$ cat src/rtl/assert_macros.svh
// Assertion macros used by the probe response classifier.
// Each macro expects signals named clk and rst_n in the scope where it is used.
`ifndef ASSERT_MACROS_SVH
`define ASSERT_MACROS_SVH

// The consequent must hold in the same cycle as the antecedent.
`define PPR_ASSERT_SAME(lbl, ante, cons) \
    lbl: assert property (@(posedge clk) disable iff (!rst_n) (ante) |-> (cons)) \
        else $error("same-cycle property failed");

// The consequent must hold in the cycle after the antecedent.
`define PPR_ASSERT_NEXT(lbl, ante, cons) \
    lbl: assert property (@(posedge clk) disable iff (!rst_n) (ante) |=> (cons)) \
        else $error("next-cycle property failed");

`endif

$ cat src/rtl/ppr_pkg.sv
package ppr_pkg;

    // Request operation codes.
    localparam logic [1:0] OP_START = 2'd0;
    localparam logic [1:0] OP_BYTE  = 2'd1;
    localparam logic [1:0] OP_TICK  = 2'd2;
    localparam logic [1:0] OP_ERROR = 2'd3;

    // Verdict codes.
    localparam logic [1:0] V_OPEN     = 2'd0;
    localparam logic [1:0] V_CLOSED   = 2'd1;
    localparam logic [1:0] V_FILTERED = 2'd2;
    localparam logic [1:0] V_ERROR    = 2'd3;

    // Configuration register indexes.
    localparam logic [1:0] CFG_PROBE_IS_UDP      = 2'd0;
    localparam logic [1:0] CFG_TIMEOUT_MS        = 2'd1;
    localparam logic [1:0] CFG_PROBE_SOURCE_PORT = 2'd2;

    localparam logic        RESET_PROBE_IS_UDP      = 1'b0;
    localparam logic [15:0] RESET_TIMEOUT_MS        = 16'd3000;
    localparam logic [15:0] RESET_PROBE_SOURCE_PORT = 16'd54321;

    // IPv4 protocol numbers and TCP flag bits.
    localparam logic [7:0] PROTO_ICMP = 8'd1;
    localparam logic [7:0] PROTO_TCP  = 8'd6;
    localparam logic [7:0] PROTO_UDP  = 8'd17;
    localparam logic [7:0] FLAG_SYN   = 8'h02;
    localparam logic [7:0] FLAG_RST   = 8'h04;
    localparam logic [7:0] FLAG_ACK   = 8'h10;

    // ICMP destination unreachable, port unreachable.
    localparam logic [15:0] ICMP_PORT_UNREACH = 16'h0303;

    localparam logic [15:0] POSITION_MAX = 16'hFFFF;

    typedef struct packed {
        logic [1:0]  op;
        logic [7:0]  data_byte;
        logic        last_byte;
        logic [15:0] probe_port;
    } in_t;

    typedef struct packed {
        logic [1:0] verdict;
        logic       answered;
    } out_t;

    // Fields latched from one frame. The first two transport bytes serve
    // both as the TCP/UDP source port and as the ICMP type and code.
    typedef struct packed {
        logic [3:0]  ip_header_words;
        logic [7:0]  ip_protocol;
        logic [15:0] transport_word;
        logic [7:0]  tcp_flag_bits;
        logic [3:0]  inner_header_words;
        logic [7:0]  inner_protocol;
        logic [31:0] inner_ports;
    } frame_t;

    typedef struct packed {
        logic take;
        logic clear;
    } parse_ctrl_t;

    typedef struct packed {
        logic       hit;
        logic [1:0] verdict;
    } judge_t;

endpackage

$ cat src/rtl/ppr_frame_parser.sv
module ppr_frame_parser #(
    parameter int LINK_HEADER_BYTES = 14
) (
    input  logic                clk,
    input  logic                rst_n,
    input  ppr_pkg::parse_ctrl_t ctrl,
    input  logic [7:0]          data_byte,
    output ppr_pkg::frame_t     taken
);

    localparam logic [15:0] IP_OFS = 16'(LINK_HEADER_BYTES);

    ppr_pkg::frame_t fields_reg;
    ppr_pkg::frame_t fields_next;
    logic [15:0]     position_reg;
    logic [15:0]     position_next;
    logic [15:0]     tr_ofs;
    logic [15:0]     em_ofs;
    logic [15:0]     eu_ofs;
    logic [15:0]     p;

    // Offsets follow the header lengths latched so far, including any length
    // latched from the current byte.
    always_comb
    begin
        p     = position_reg;
        taken = fields_reg;
        if (p == IP_OFS)
        begin
            taken.ip_header_words = data_byte[3:0];
        end
        if (p == IP_OFS + 16'd9)
        begin
            taken.ip_protocol = data_byte;
        end
        tr_ofs = IP_OFS + {10'd0, taken.ip_header_words, 2'b00};
        if (p == tr_ofs)
        begin
            taken.transport_word[15:8] = data_byte;
        end
        if (p == tr_ofs + 16'd1)
        begin
            taken.transport_word[7:0] = data_byte;
        end
        if (p == tr_ofs + 16'd13)
        begin
            taken.tcp_flag_bits = data_byte;
        end
        em_ofs = tr_ofs + 16'd8;
        if (p == em_ofs)
        begin
            taken.inner_header_words = data_byte[3:0];
        end
        if (p == em_ofs + 16'd9)
        begin
            taken.inner_protocol = data_byte;
        end
        eu_ofs = em_ofs + {10'd0, taken.inner_header_words, 2'b00};
        if (p == eu_ofs)
        begin
            taken.inner_ports[31:24] = data_byte;
        end
        if (p == eu_ofs + 16'd1)
        begin
            taken.inner_ports[23:16] = data_byte;
        end
        if (p == eu_ofs + 16'd2)
        begin
            taken.inner_ports[15:8] = data_byte;
        end
        if (p == eu_ofs + 16'd3)
        begin
            taken.inner_ports[7:0] = data_byte;
        end
    end

    always_comb
    begin
        fields_next   = fields_reg;
        position_next = position_reg;
        if (ctrl.clear)
        begin
            fields_next   = '0;
            position_next = '0;
        end
        else if (ctrl.take)
        begin
            fields_next = taken;
            if (position_reg != ppr_pkg::POSITION_MAX)
            begin
                position_next = position_reg + 16'd1;
            end
        end
    end

    always_ff @(posedge clk or negedge rst_n)
    begin
        if (!rst_n)
        begin
            fields_reg   <= '0;
            position_reg <= '0;
        end
        else
        begin
            fields_reg   <= fields_next;
            position_reg <= position_next;
        end
    end

endmodule

$ cat src/rtl/ppr_judge.sv
module ppr_judge (
    input  ppr_pkg::frame_t frame,
    input  logic            probe_is_udp,
    input  logic [15:0]     target_port,
    input  logic [15:0]     probe_source_port,
    output ppr_pkg::judge_t result
);

    logic port_match;
    logic syn_ack;

    assign port_match = (frame.transport_word == target_port);
    assign syn_ack    = ((frame.tcp_flag_bits & (ppr_pkg::FLAG_SYN | ppr_pkg::FLAG_ACK))
                         == (ppr_pkg::FLAG_SYN | ppr_pkg::FLAG_ACK));

    always_comb
    begin
        result = '{hit: 1'b0, verdict: ppr_pkg::V_OPEN};
        if (!probe_is_udp)
        begin
            if (frame.ip_protocol == ppr_pkg::PROTO_TCP && port_match)
            begin
                result.hit = 1'b1;
                priority if (syn_ack)
                begin
                    result.verdict = ppr_pkg::V_OPEN;
                end
                else if ((frame.tcp_flag_bits & ppr_pkg::FLAG_RST) != 8'd0)
                begin
                    result.verdict = ppr_pkg::V_CLOSED;
                end
                else
                begin
                    result.verdict = ppr_pkg::V_FILTERED;
                end
            end
        end
        else if (frame.ip_protocol == ppr_pkg::PROTO_UDP && port_match)
        begin
            result.hit     = 1'b1;
            result.verdict = ppr_pkg::V_OPEN;
        end
        else if (frame.ip_protocol == ppr_pkg::PROTO_ICMP
                 && frame.transport_word == ppr_pkg::ICMP_PORT_UNREACH
                 && frame.inner_protocol == ppr_pkg::PROTO_UDP
                 && frame.inner_ports[31:16] == probe_source_port
                 && frame.inner_ports[15:0] == target_port)
        begin
            result.hit     = 1'b1;
            result.verdict = ppr_pkg::V_CLOSED;
        end
    end

endmodule

$ cat src/rtl/port_probe_response_classifier.sv
// Port probe response classifier. A start request arms a wait for the reply
// to one probe sent to a given destination port; captured Ethernet/IPv4 frames
// then arrive one byte per request, and at a frame's last byte the block gives
// a verdict (open, closed or filtered, answered set) if the frame is a TCP
// reply from the probed port, a UDP reply from it, or an ICMP port-unreachable
// quoting our UDP probe. Millisecond tick requests give filtered once the
// configured timeout is reached, and a capture error request gives error; both
// with answered clear. Requests that decide nothing give no result. The block
// takes one request every cycle unless a stalled output register holds it
// back: each request is held in an input register, handled in one pass of
// short logic (field latching, offset compares and the verdict decision) and
// its result, if any, lands in an output register when the held request is
// handled. A stalled output register holds back the input register only when
// both are full. Configuration is written through a plain write port and should
// only change while no request is in flight.
`include "assert_macros.svh"

module port_probe_response_classifier #(
    parameter int LINK_HEADER_BYTES = 14
) (
    input  logic          clk,
    input  logic          rst_n,
    input  logic          in_valid,
    output logic          in_ready,
    input  ppr_pkg::in_t  in_data,
    output logic          out_valid,
    input  logic          out_ready,
    output ppr_pkg::out_t out_data,
    input  logic          cfg_write,
    input  logic [1:0]    cfg_index,
    input  logic [15:0]   cfg_data
);

    // Configuration registers.
    logic        probe_is_udp_reg;
    logic [15:0] timeout_ms_reg;
    logic [15:0] probe_source_port_reg;

    // Input register.
    logic         in_valid_reg;
    logic         in_valid_next;
    ppr_pkg::in_t in_data_reg;

    // Probe state.
    logic        waiting_reg;
    logic        waiting_next;
    logic [15:0] elapsed_reg;
    logic [15:0] elapsed_next;
    logic [15:0] target_port_reg;
    logic [15:0] target_port_next;

    // Output register.
    logic          out_valid_reg;
    logic          out_valid_next;
    ppr_pkg::out_t out_data_reg;
    ppr_pkg::out_t res;
    logic          res_fire;

    logic                 advance;
    logic [15:0]          elapsed_inc;
    ppr_pkg::parse_ctrl_t parse_ctrl;
    ppr_pkg::frame_t      frame_taken;
    ppr_pkg::judge_t      judged;

    // The held request is handled whenever the output register can take a result.
    assign advance  = in_valid_reg && (!out_valid_reg || out_ready);
    assign in_ready = !in_valid_reg || advance;

    assign in_valid_next = (in_valid && in_ready) ? 1'b1 : (advance ? 1'b0 : in_valid_reg);

    always_ff @(posedge clk or negedge rst_n)
    begin
        if (!rst_n)
        begin
            probe_is_udp_reg      <= ppr_pkg::RESET_PROBE_IS_UDP;
            timeout_ms_reg        <= ppr_pkg::RESET_TIMEOUT_MS;
            probe_source_port_reg <= ppr_pkg::RESET_PROBE_SOURCE_PORT;
        end
        else if (cfg_write)
        begin
            unique case (cfg_index)
                ppr_pkg::CFG_PROBE_IS_UDP:      probe_is_udp_reg      <= cfg_data[0];
                ppr_pkg::CFG_TIMEOUT_MS:        timeout_ms_reg        <= cfg_data;
                ppr_pkg::CFG_PROBE_SOURCE_PORT: probe_source_port_reg <= cfg_data;
                default:                        ;
            endcase
        end
    end

    always_ff @(posedge clk or negedge rst_n)
    begin
        if (!rst_n)
        begin
            in_valid_reg <= 1'b0;
        end
        else
        begin
            in_valid_reg <= in_valid_next;
        end
    end

    always_ff @(posedge clk)
    begin
        if (in_valid && in_ready)
        begin
            in_data_reg <= in_data;
        end
    end

    // Frame bytes are parsed whether or not a probe is armed; a start or a
    // frame's last byte wipes the latched fields.
    assign parse_ctrl = '{take:  advance && (in_data_reg.op == ppr_pkg::OP_BYTE),
                          clear: advance && ((in_data_reg.op == ppr_pkg::OP_START)
                                             || (in_data_reg.op == ppr_pkg::OP_BYTE
                                                 && in_data_reg.last_byte))};

    ppr_frame_parser #(
        .LINK_HEADER_BYTES(LINK_HEADER_BYTES)
    ) u_parser (
        .clk       (clk),
        .rst_n     (rst_n),
        .ctrl      (parse_ctrl),
        .data_byte (in_data_reg.data_byte),
        .taken     (frame_taken)
    );

    ppr_judge u_judge (
        .frame             (frame_taken),
        .probe_is_udp      (probe_is_udp_reg),
        .target_port       (target_port_reg),
        .probe_source_port (probe_source_port_reg),
        .result            (judged)
    );

    // The elapsed count saturates rather than wrapping.
    assign elapsed_inc = (elapsed_reg != 16'hFFFF) ? elapsed_reg + 16'd1 : elapsed_reg;

    always_comb
    begin
        waiting_next     = waiting_reg;
        elapsed_next     = elapsed_reg;
        target_port_next = target_port_reg;
        res_fire         = 1'b0;
        res              = '{verdict: ppr_pkg::V_OPEN, answered: 1'b0};
        if (advance)
        begin
            unique case (in_data_reg.op)
                ppr_pkg::OP_START:
                begin
                    // A start while armed simply re-arms with the new port.
                    waiting_next     = 1'b1;
                    target_port_next = in_data_reg.probe_port;
                    elapsed_next     = '0;
                end
                ppr_pkg::OP_BYTE:
                begin
                    if (in_data_reg.last_byte && waiting_reg && judged.hit)
                    begin
                        waiting_next = 1'b0;
                        res_fire     = 1'b1;
                        res          = '{verdict: judged.verdict, answered: 1'b1};
                    end
                end
                ppr_pkg::OP_TICK:
                begin
                    if (waiting_reg)
                    begin
                        elapsed_next = elapsed_inc;
                        if (elapsed_inc >= timeout_ms_reg)
                        begin
                            waiting_next = 1'b0;
                            res_fire     = 1'b1;
                            res          = '{verdict: ppr_pkg::V_FILTERED, answered: 1'b0};
                        end
                    end
                end
                ppr_pkg::OP_ERROR:
                begin
                    if (waiting_reg)
                    begin
                        waiting_next = 1'b0;
                        res_fire     = 1'b1;
                        res          = '{verdict: ppr_pkg::V_ERROR, answered: 1'b0};
                    end
                end
                default: ;
            endcase
        end
    end

    always_ff @(posedge clk or negedge rst_n)
    begin
        if (!rst_n)
        begin
            waiting_reg     <= 1'b0;
            elapsed_reg     <= '0;
            target_port_reg <= '0;
        end
        else
        begin
            waiting_reg     <= waiting_next;
            elapsed_reg     <= elapsed_next;
            target_port_reg <= target_port_next;
        end
    end

    assign out_valid_next = (advance && res_fire) ? 1'b1 : (out_ready ? 1'b0 : out_valid_reg);

    always_ff @(posedge clk or negedge rst_n)
    begin
        if (!rst_n)
        begin
            out_valid_reg <= 1'b0;
        end
        else
        begin
            out_valid_reg <= out_valid_next;
        end
    end

    always_ff @(posedge clk)
    begin
        if (advance && res_fire)
        begin
            out_data_reg <= res;
        end
    end

    assign out_valid = out_valid_reg;
    assign out_data  = out_data_reg;

    // A result always ends the armed wait.
    `PPR_ASSERT_NEXT(a_result_disarms, advance && res_fire, !waiting_reg)
    // A handled start arms the wait with a fresh timeout count.
    `PPR_ASSERT_NEXT(a_start_arms, advance && in_data_reg.op == ppr_pkg::OP_START,
                     waiting_reg && elapsed_reg == 16'd0)
    // Open and closed verdicts only ever come from a matching reply.
    `PPR_ASSERT_SAME(a_unanswered_kind, out_valid_reg && !out_data_reg.answered,
                     out_data_reg.verdict == ppr_pkg::V_FILTERED
                     || out_data_reg.verdict == ppr_pkg::V_ERROR)
    // Nothing is decided unless a probe was armed.
    `PPR_ASSERT_SAME(a_fire_needs_wait, advance && res_fire, waiting_reg)

endmodule

$ cat config.mk
export PLATFORM = sky130hd
export DESIGN_NAME = port_probe_response_classifier
export DESIGN_NICKNAME = d
export VERILOG_FILES = /design/src/rtl/ppr_pkg.sv /design/src/rtl/ppr_frame_parser.sv /design/src/rtl/ppr_judge.sv /design/src/rtl/port_probe_response_classifier.sv
export VERILOG_INCLUDE_DIRS = /design/src /design/src/rtl
export SDC_FILE = /design/constraint.sdc
export NUM_CORES = 1
export LEC_CHECK = 0
export ABC_AREA = 0
export BUFFER_PORTS_ARGS = -buffer_cell sky130_fd_sc_hd__buf_2
export CAP_MARGIN = 20
export CORE_UTILIZATION = 30
export CTS_CLUSTER_DIAMETER = 30
export DETAILED_ROUTE_END_ITERATION = 7
export PLACE_DENSITY = 0.56
export SLEW_MARGIN = 20
export SYNTH_ARGS = -nofsm -noshare
export SYNTH_HDL_FRONTEND = slang
export SYNTH_SLANG_ARGS = --single-unit
$ cat constraint.sdc
create_clock -name clk -period 15.9 [get_ports clk]
set_input_delay 0 -clock clk [delete_from_list [all_inputs] [get_ports clk]]
set_output_delay 0 -clock clk [all_outputs]
set_load 0.005 [all_outputs]
Word-level counts from Yosys, hierarchy flattened
Index checks and enable logic that the tools add are counted.
{"block": "word_totals", "word_cells": 140, "register_bits": 189, "output_inout_bits": 5, "input_bits": 50}
{"block": "classes", "addsub": 11, "muxes": 44, "n_eq_ne": 29, "n_lt_le_gt_ge": 1, "n_reduce_logical": 33}
{"operator": "16-bit == test", "n": 12}
{"operator": "80-bit 2-to-1 mux", "n": 2}
{"operator": "16-bit 2-to-1 mux", "n": 5}
{"operator": "8-bit 2-to-1 mux", "n": 9}
{"operator": "16-bit by 1-bit adder with 16-bit output, second input constant", "n": 4}
{"operator": "16-bit by 4-bit adder with 16-bit output, second input constant", "n": 3}
{"operator": "16-bit by 2-bit adder with 16-bit output, second input constant", "n": 2}
{"operator": "16-bit inequality test, second input constant", "n": 2}
{"operator": "16-bit case mux with 2 select lines", "n": 1}
{"operator": "3-bit 2-to-1 mux", "n": 8}
{"operator": "16-bit by 6-bit adder with 16-bit output", "n": 1}
{"operator": "16-bit by 10-bit == test with 1-bit output, second input constant", "n": 1}
{"operator": "16-bit by 4-bit == test with 1-bit output, second input constant", "n": 1}
{"operator": "16-bit by 5-bit == test with 1-bit output, second input constant", "n": 1}
{"operator": "8-bit by 5-bit == test with 1-bit output, second input constant", "n": 2}
{"operator": "16-bit greater-or-equal comparator", "n": 1}
{"operator": "1-bit logical AND", "n": 14}
{"operator": "1-bit 2-to-1 mux", "n": 12}
{"operator": "2-bit AND reduction", "n": 6}
{"operator": "2-bit nonzero test", "n": 5}
{"operator": "3-bit case mux with 3 select lines", "n": 1}
{"operator": "2-bit == test, second input constant", "n": 4}
{"operator": "8-bit by 1-bit == test with 1-bit output, second input constant", "n": 1}
{"operator": "8-bit by 3-bit == test with 1-bit output, second input constant", "n": 1}
{"operator": "12 further kinds", "n": 19}

Longest topological paths before layout
{"block": "logic_depth", "ltp_word": 22, "ltp_mapped": 36, "mapped_depth_nobuf": 33}

Hierarchy
Synthesis repeated with hierarchy kept, for this count alone.
{"block": "hier_totals", "cells_unflattened": 1123, "hier_area_um2": 11847.6}
{"module": "ppr_frame_parser", "seq_area_each_um2": 2402.3, "n_inst": 1, "cells_each": 677, "area_per_inst_um2": 6615.1}
{"module": "port_probe_response_classifier", "seq_area_each_um2": 2620.0, "n_inst": 1, "cells_each": 358, "area_per_inst_um2": 4566.9}
{"module": "ppr_judge", "seq_area_each_um2": 0.0, "n_inst": 1, "cells_each": 88, "area_per_inst_um2": 665.6}

Least setup slack after synthesis
OpenSTA, ideal clock, no wires.
{"block": "synth_timing", "path_kind": "register to register", "from": "register u_parser.position_reg[5], in the netlist u_parser.p[5]", "to": "register out_data_reg, in the netlist out_data[0], enable pin", "path_buffers": 3, "setup_slack_ps": 7381, "stages_incl_launch_ff": 35, "synth_period_minus_slack_ps": 8519, "arrival_time_ps": 8195, "setup_ps": 324, "required_time_ps": 15576, "cell_sequence": "dfrtp_1 -> buf_6 -> or4_4 -> nor4_4 -> mux2_2 -> inv_1 -> ha_1 -> clkbuf_1 -> inv_1 -> xnor2_1 -> ha_1 -> clkbuf_1 -> and3_1 -> and2_1 -> nor2_1 -> nor4_1 -> nand3_1 -> mux2_2 -> ha_1 -> inv_1 -> fa_1 -> inv_1 -> ha_1 -> inv_1 -> a311oi_1 -> nand2_1 -> o32a_1 -> a211oi_4 -> nand4_4 -> mux2_4 -> a2111oi_2 -> and4_1 -> nand4_1 -> o21a_1 -> o21ai_1"}
{"block": "synth_between", "elab_chain_cells": 21, "word_cells_on_any_way": 51, "cone_classes": "add/sub: 8; eq/ne: 18; mux: 17; reduce/logical: 8"}
{"item": "start, declared", "line_no": "ppr_frame_parser.sv:15", "rtl": "logic [15:0] position_reg;"}
{"item": "start signal, assigned", "line_no": "ppr_frame_parser.sv:106", "rtl": "position_reg <= position_next;"}
{"item": "16-bit by 4-bit == test with 1-bit output", "line_no": "ppr_frame_parser.sv:28", "rtl": "if (p == IP_OFS)"}
{"item": "4-bit 2-to-1 mux", "line_no": "ppr_frame_parser.sv:28"}
{"item": "4-bit by 6-bit adder with 7-bit output", "line_no": "ppr_frame_parser.sv:36", "rtl": "tr_ofs = IP_OFS + {10'd0, taken.ip_header_words, 2'b00};"}
{"item": "16-bit by 4-bit adder with 16-bit output", "line_no": "ppr_frame_parser.sv:49", "rtl": "em_ofs = tr_ofs + 16'd8;"}
{"item": "16-bit == test", "line_no": "ppr_frame_parser.sv:50", "rtl": "if (p == em_ofs)"}
{"item": "4-bit 2-to-1 mux", "line_no": "ppr_frame_parser.sv:50"}
{"item": "16-bit by 6-bit adder with 16-bit output", "line_no": "ppr_frame_parser.sv:58", "rtl": "eu_ofs = em_ofs + {10'd0, taken.inner_header_words, 2'b00};"}
{"item": "16-bit by 1-bit adder with 16-bit output", "line_no": "ppr_frame_parser.sv:63", "rtl": "if (p == eu_ofs + 16'd1)"}
{"item": "[5 not listed]"}
{"item": "3-bit 2-to-1 mux", "line_no": "ppr_judge.sv:43", "rtl": "else if (frame.ip_protocol == ppr_pkg::PROTO_ICMP"}
{"item": "3-bit 2-to-1 mux", "line_no": "ppr_judge.sv:38", "rtl": "else if (frame.ip_protocol == ppr_pkg::PROTO_UDP && port_match)"}
{"item": "3-bit 2-to-1 mux *", "line_no": "ppr_judge.sv:19", "rtl": "if (!probe_is_udp)"}
{"item": "1-bit logical AND *", "line_no": "port_probe_response_classifier.sv:157", "rtl": "if (in_data_reg.last_byte && waiting_reg && judged.hit)"}
{"item": "1-bit 2-to-1 mux *", "line_no": "port_probe_response_classifier.sv:157"}
{"item": "1-bit case mux with 3 select lines *", "line_no": "port_probe_response_classifier.sv:147", "rtl": "unique case (in_data_reg.op)"}
{"item": "1-bit 2-to-1 mux *", "line_no": "port_probe_response_classifier.sv:145", "rtl": "if (advance)"}
{"item": "1-bit logical AND *", "line_no": "port_probe_response_classifier.sv:223", "rtl": "if (advance && res_fire)"}
{"item": "end signal, assigned", "line_no": "port_probe_response_classifier.sv:225", "rtl": "out_data_reg <= res;"}
{"item": "end, declared", "line_no": "port_probe_response_classifier.sv:55", "rtl": "ppr_pkg::out_t out_data_reg;"}
Every way passes the cells marked *; elsewhere a longest branch is shown, timed or not.
A chain may end at the register's enable or synchronous reset.

Worst setup path in the final report
{"block": "layout_timing", "from": "register u_parser.position_reg[6], in the netlist u_parser.p[6]", "to": "register out_data_reg, in the netlist out_data[2], enable pin"}
The elaborated chain is that of the path after synthesis.

==> flow_summary.html <==
<table>
<tr><th>Metric</th><th>Value</th></tr>
<tr><th colspan="2">Timing</th></tr>
<tr><td>Final setup TNS</td><td>0 ns</td></tr>
<tr><td>Achievable frequency</td><td>100.7 MHz</td></tr>
<tr><td>Final-layout worst hold slack</td><td>0.04424 ns</td></tr>
<tr><td>Finish-stage setup viols</td><td>0</td></tr>
<tr><td>Measured slew at the worst slew-check pin</td><td>1.042 ns</td></tr>
<tr><td>Final-report max-slew violation count</td><td>0</td></tr>
<tr><td>Final clock skew</td><td>~0.014 ns</td></tr>
<tr><td>Post-layout minimum cycle time</td><td>about 9.9 ns</td></tr>
<tr><td>Share of the cycle needed by the critical path after routing</td><td>a little over three fifths</td></tr>
<tr><td>Count of endpoints failing hold in the final timing report</td><td>0</td></tr>
<tr><td>Worst slew margin relative to its limit</td><td>30.02%</td></tr>
<tr><td>Worst-case setup margin in the final layout</td><td>5.968 ns</td></tr>
<tr><td>Unrepaired setup endpoints after global routing</td><td>false</td></tr>
<tr><th colspan="2">Setup path</th></tr>
<tr><td>Critical Path Slowest Stage Cell</td><td>dfrtp_1</td></tr>
<tr><td>Setup slack, reg-to-reg</td><td>5.97 ns</td></tr>
<tr><td>Worst EP arrival</td><td>10.06 ns</td></tr>
<tr><td>Nature of the critical path startpoint</td><td>flop</td></tr>
<tr><td>Critical path capture point type</td><td>flop</td></tr>
<tr><td>Path type of the worst setup path</td><td>flop to flop</td></tr>
<tr><td>Worst path required time</td><td>16.03 ns</td></tr>
<tr><td>Reg-to-reg critical path endpoint</td><td>out_data[2]</td></tr>
<tr><td>Cell count of the worst reg-to-reg path</td><td>31</td></tr>
<tr><td>Critical path destination</td><td>out_data[2]</td></tr>
<tr><td>Highest fanout seen on the critical path</td><td>20</td></tr>
<tr><td>Cell mode on critical path</td><td>inv_1</td></tr>
<tr><td>Startpoint of the worst-slack reg-to-reg timing path</td><td>u_parser.p[6]</td></tr>
<tr><td>Launch point of the worst path</td><td>u_parser.p[6]</td></tr>
<tr><td>Slowest Stage Delay on Critical Path</td><td>0.64 ns</td></tr>
<tr><th colspan="2">Placed design</th></tr>
<tr><td>Routability cong.</td><td>0.9416</td></tr>
<tr><td># port buffers</td><td>54</td></tr>
<tr><td>Half-perimeter wire length after detailed placement</td><td>24620 um</td></tr>
<tr><td>Placed Cells incl. Taps</td><td>1687</td></tr>
<tr><td>Pre-CTS WS</td><td>6.162 ns</td></tr>
<tr><th colspan="2">CTS</th></tr>
<tr><td>Clock Latency Late Sink</td><td>0.45 ns</td></tr>
<tr><td>CTS resizes</td><td>0</td></tr>
<tr><td>Buffer levels on the longest clock path</td><td>2</td></tr>
<tr><td>CTS HTree Levels</td><td>4</td></tr>
<tr><td>Post-CTS repair timing setup buffer count</td><td>0</td></tr>
<tr><td>Cell chosen for the clock root</td><td>clkbuf_16</td></tr>
<tr><td>TritonCTS clock tree</td><td>done</td></tr>
<tr><td>Clock slew at the register clock pins of the worst setup and hold paths</td><td>0.08 ns</td></tr>
<tr><td>TritonCTS sink count</td><td>between 150 and 200</td></tr>
<tr><td>CTS Buf Count</td><td>17</td></tr>
<tr><th colspan="2">Detailed routing</th></tr>
<tr><td>Post-DRT Antenna Nets</td><td>0</td></tr>
<tr><td>Detail-routed net length per standard cell</td><td>approximately 19 um</td></tr>
<tr><td>Total Routed Length</td><td>34100 um</td></tr>
<tr><td>Total iterations of the first detailed-routing run</td><td>6</td></tr>
<tr><td>Initial DRC Count</td><td>between 600 and 700</td></tr>
<tr><td>Via count</td><td>9475</td></tr>
<tr><td>Remaining DRCs</td><td>0</td></tr>
<tr><td>Via density</td><td>5.359</td></tr>
<tr><th colspan="2">Synthesis</th></tr>
<tr><td>Fraction of registers with async set or reset after synthesis</td><td>a little over four fifths</td></tr>
<tr><td>Total of warnings raised by yosys</td><td>0</td></tr>
<tr><td>Synth Cell Area</td><td>11600 um^2</td></tr>
<tr><td>Post-synthesis area per instance</td><td>9.978 um^2</td></tr>
<tr><td>Number of flops mapped to enable cells by yosys</td><td>30</td></tr>
<tr><td>Post-Syn Instances</td><td>approximately 1200</td></tr>
<tr><td>Seq/Total Area, Yosys</td><td>between 40 and 50%</td></tr>
<tr><td>Post-synthesis sequential element count</td><td>approximately 190</td></tr>
<tr><td>Post-synth top flop</td><td>dfrtp_1</td></tr>
<tr><td>Syn nets</td><td>between 1000 and 1500</td></tr>
<tr><td>Synth cell types</td><td>88</td></tr>
<tr><th colspan="2">Floorplanning</th></tr>
<tr><td>Total number of placement rows</td><td>71</td></tr>
<tr><td>Die outline width</td><td>roughly 200 um</td></tr>
<tr><td>Die span in y</td><td>between 150 and 200 um</td></tr>
<tr><td>Total Die Area</td><td>roughly 39000 um^2</td></tr>
<tr><td>Core region area</td><td>37840 um^2</td></tr>
<tr><td>Initial core utilization</td><td>30.67%</td></tr>
<tr><td>Number of primary I/O pins</td><td>55</td></tr>
<tr><th colspan="2">Pwr</th></tr>
<tr><td>Peak supply drop</td><td>around 72 uV</td></tr>
<tr><td>P_leak</td><td>5.743 nW</td></tr>
<tr><td>Pwr/cell area</td><td>around 90 nW/um^2</td></tr>
<tr><td>Tot Pwr</td><td>roughly 1.2 mW</td></tr>
<tr><th colspan="2">Global routing</th></tr>
<tr><td>Initial antenna violation count</td><td>0</td></tr>
<tr><td>Largest net degree at the start of global routing</td><td>70</td></tr>
<tr><td>First-pass GRT wire length</td><td>54230 um</td></tr>
<tr><td>Total routing resource utilization after global routing</td><td>17.99%</td></tr>
<tr><td>Total grt overflow</td><td>0</td></tr>
<tr><td>Via count of the first global-routing pass</td><td>9192</td></tr>
<tr><th colspan="2">Finish</th></tr>
<tr><td>Number of antenna diodes</td><td>0</td></tr>
<tr><td>Area growth from synthesis to layout</td><td>16.54%</td></tr>
<tr><td>Number of filler cells placed in the layout</td><td>3872</td></tr>
<tr><td>Largest register FFs</td><td>75</td></tr>
<tr><td>Post-layout instance count excluding filler cells</td><td>1768</td></tr>
<tr><td>Number of nets in the final layout</td><td>1325</td></tr>
<tr><td>Fraction of layout instances using a drive strength above 1</td><td>roughly 16%</td></tr>
<tr><th colspan="2">Min path</th></tr>
<tr><td>Hold Crit Class</td><td>primary input to asynchronous set/reset pin</td></tr>
<tr><th colspan="2">Status</th></tr>
<tr><td>Run status</td><td>finished clean</td></tr>
<tr><th colspan="2">Run</th></tr>
<tr><td>Max capacitance violation total</td><td>0</td></tr>
</table>
## worst max-delay path: cells and delay by family (launching register included)
| kind | cells | cell delay (ns) |
|---|---|---|
| XOR/XNOR | 1 | 0.38 |
| AO/OA/AOI/OAI | 8 | 2.42 |
| buffers and inverters | 5 | 0.62 |
| AND/OR/NAND/NOR | 10 | 3.13 |
| flip-flops | 1 | 0.64 |
| multiplexers | 2 | 0.78 |
| adder cells (fa/ha/maj) | 5 | 1.63 |
## logic make-up after synthesis
kind of cell / share of synthesized area [%]
compound gates: 19.08
xor+xnor: 7.256
fa+ha+maj: 3.493
buf+inv: 4.151
flops: 42.20
mux: 7.730
simple gates: 16.09
## placed cells by master (no fill, tap or decap), types with 5 or more instances in the layout
master | netlist | final
nor2b_1 | 15 | 15
ha_1 | 30 | 30
dfrtp_1 | 145 | 145
buf_2 | 3 | 53
a21oi_1 | 27 | 27
o21a_1 | 5 | 5
o211a_1 | 6 | 6
and2_1 | 9 | 9
a22o_1 | 81 | 81
o31ai_1 | 9 | 9
nand2b_1 | 19 | 19
nor2_1 | 77 | 76
o211ai_1 | 8 | 8
clkbuf_16 | 0 | 20
a22oi_1 | 5 | 5
a31oi_1 | 7 | 7
and3_1 | 8 | 8
or3_1 | 6 | 6
o21ai_1 | 6 | 6
nor3b_1 | 6 | 6
a211oi_1 | 12 | 12
a21o_1 | 12 | 12
nor4_1 | 19 | 18
edfxtp_1 | 30 | 30
mux2i_1 | 27 | 27
xor2_1 | 34 | 34
nand4_1 | 22 | 22
dfstp_2 | 14 | 14
mux2_2 | 47 | 47
nand2_1 | 82 | 82
xnor2_1 | 57 | 57
dlygate4sd3_1 | 0 | 49
nor4b_1 | 6 | 6
o21ai_0 | 59 | 59
nand3_1 | 36 | 36
buf_4 | 1 | 17
nor3_1 | 19 | 19
o22ai_1 | 13 | 13
inv_1 | 61 | 61
## worst min path at each step
| stage | to | start |
|---|---|---|
| after floorplan | elapsed_reg[0] | rst_n |
| final | timeout_ms_reg[1] | rst_n |
| after global placement | timeout_ms_reg[2] | rst_n |
| after detailed placement | timeout_ms_reg[2] | rst_n |
| after CTS | timeout_ms_reg[2] | rst_n |
| after global routing | timeout_ms_reg[2] | rst_n |
## power breakdown
part / switching [mW] / total [mW] / leakage (nW) / internal (mW)
Combinational: 0.101 / 0.185 / 3.05 / 0.0840
Clock: 0.203 / 0.452 / 0.302 / 0.249
Sequential: 0.0427 / 0.574 / 2.39 / 0.531
Total: 0.347 / 1.21 / 5.74 / 0.864
## synthesized netlist by cell type, types with 12 or more instances
library cell / n / area, um^2
a22o_1: 81 / 709.4
nand4_1: 22 / 137.6
nor3_1: 19 / 95.09
dfstp_2: 14 / 367.9
a21oi_1: 27 / 135.1
nand3_1: 36 / 180.2
nor2b_1: 15 / 93.84
a21o_1: 12 / 90.09
nand2b_1: 19 / 118.9
nand2_1: 82 / 307.8
ha_1: 30 / 375.4
o22ai_1: 13 / 81.33
clkbuf_1: 46 / 172.7
edfxtp_1: 30 / 900.9
a211oi_1: 12 / 90.09
nor2_1: 77 / 289.0
xnor2_1: 57 / 499.2
xor2_1: 34 / 297.8
mux2_2: 47 / 529.3
dfrtp_1: 145 / 3628
o21ai_0: 59 / 295.3
mux2i_1: 27 / 270.3
inv_1: 61 / 229.0
nor4_1: 19 / 118.9
## final cells by class
class	instances	area, um^2	area share (%)
Clock buffer	22	508.0	3.756
Inverter	64	240.2	1.776
Multi-Input combinational cell	852	6235	46.10
Timing Repair Buffer	120	894.6	6.615
Clock inverter	10	110.1	0.8141
Sequential cell	189	4897	36.21
Tap cell	511	639.4	4.728
## timing repair
action,in CTS,in global routing
hold buffers,49,0
setup endpoints to repair,0,0
hold endpoints to repair,104,0
## stage by stage
stage / utilization, % / instance area [um^2]
floorplan: - / 11600
global route: 35.74 / 13520
CTS: 35.74 / 13520
global placement: 32.79 / 12410
finish: 35.74 / 13520
detailed placement: 32.81 / 12420
## metal layers
layer | share of wire, % | track usage, % | up-vias
met5 | 0 | 0 | -
met4 | 2.6 | 6.353 | 0
met3 | 4.8 | 2.950 | 61
met2 | 46 | 28.58 | 313
met1 | 47 | 24.61 | 4653
li1 | - | - | 4448
No activity file was read; power rests on OpenSTA's default activity.
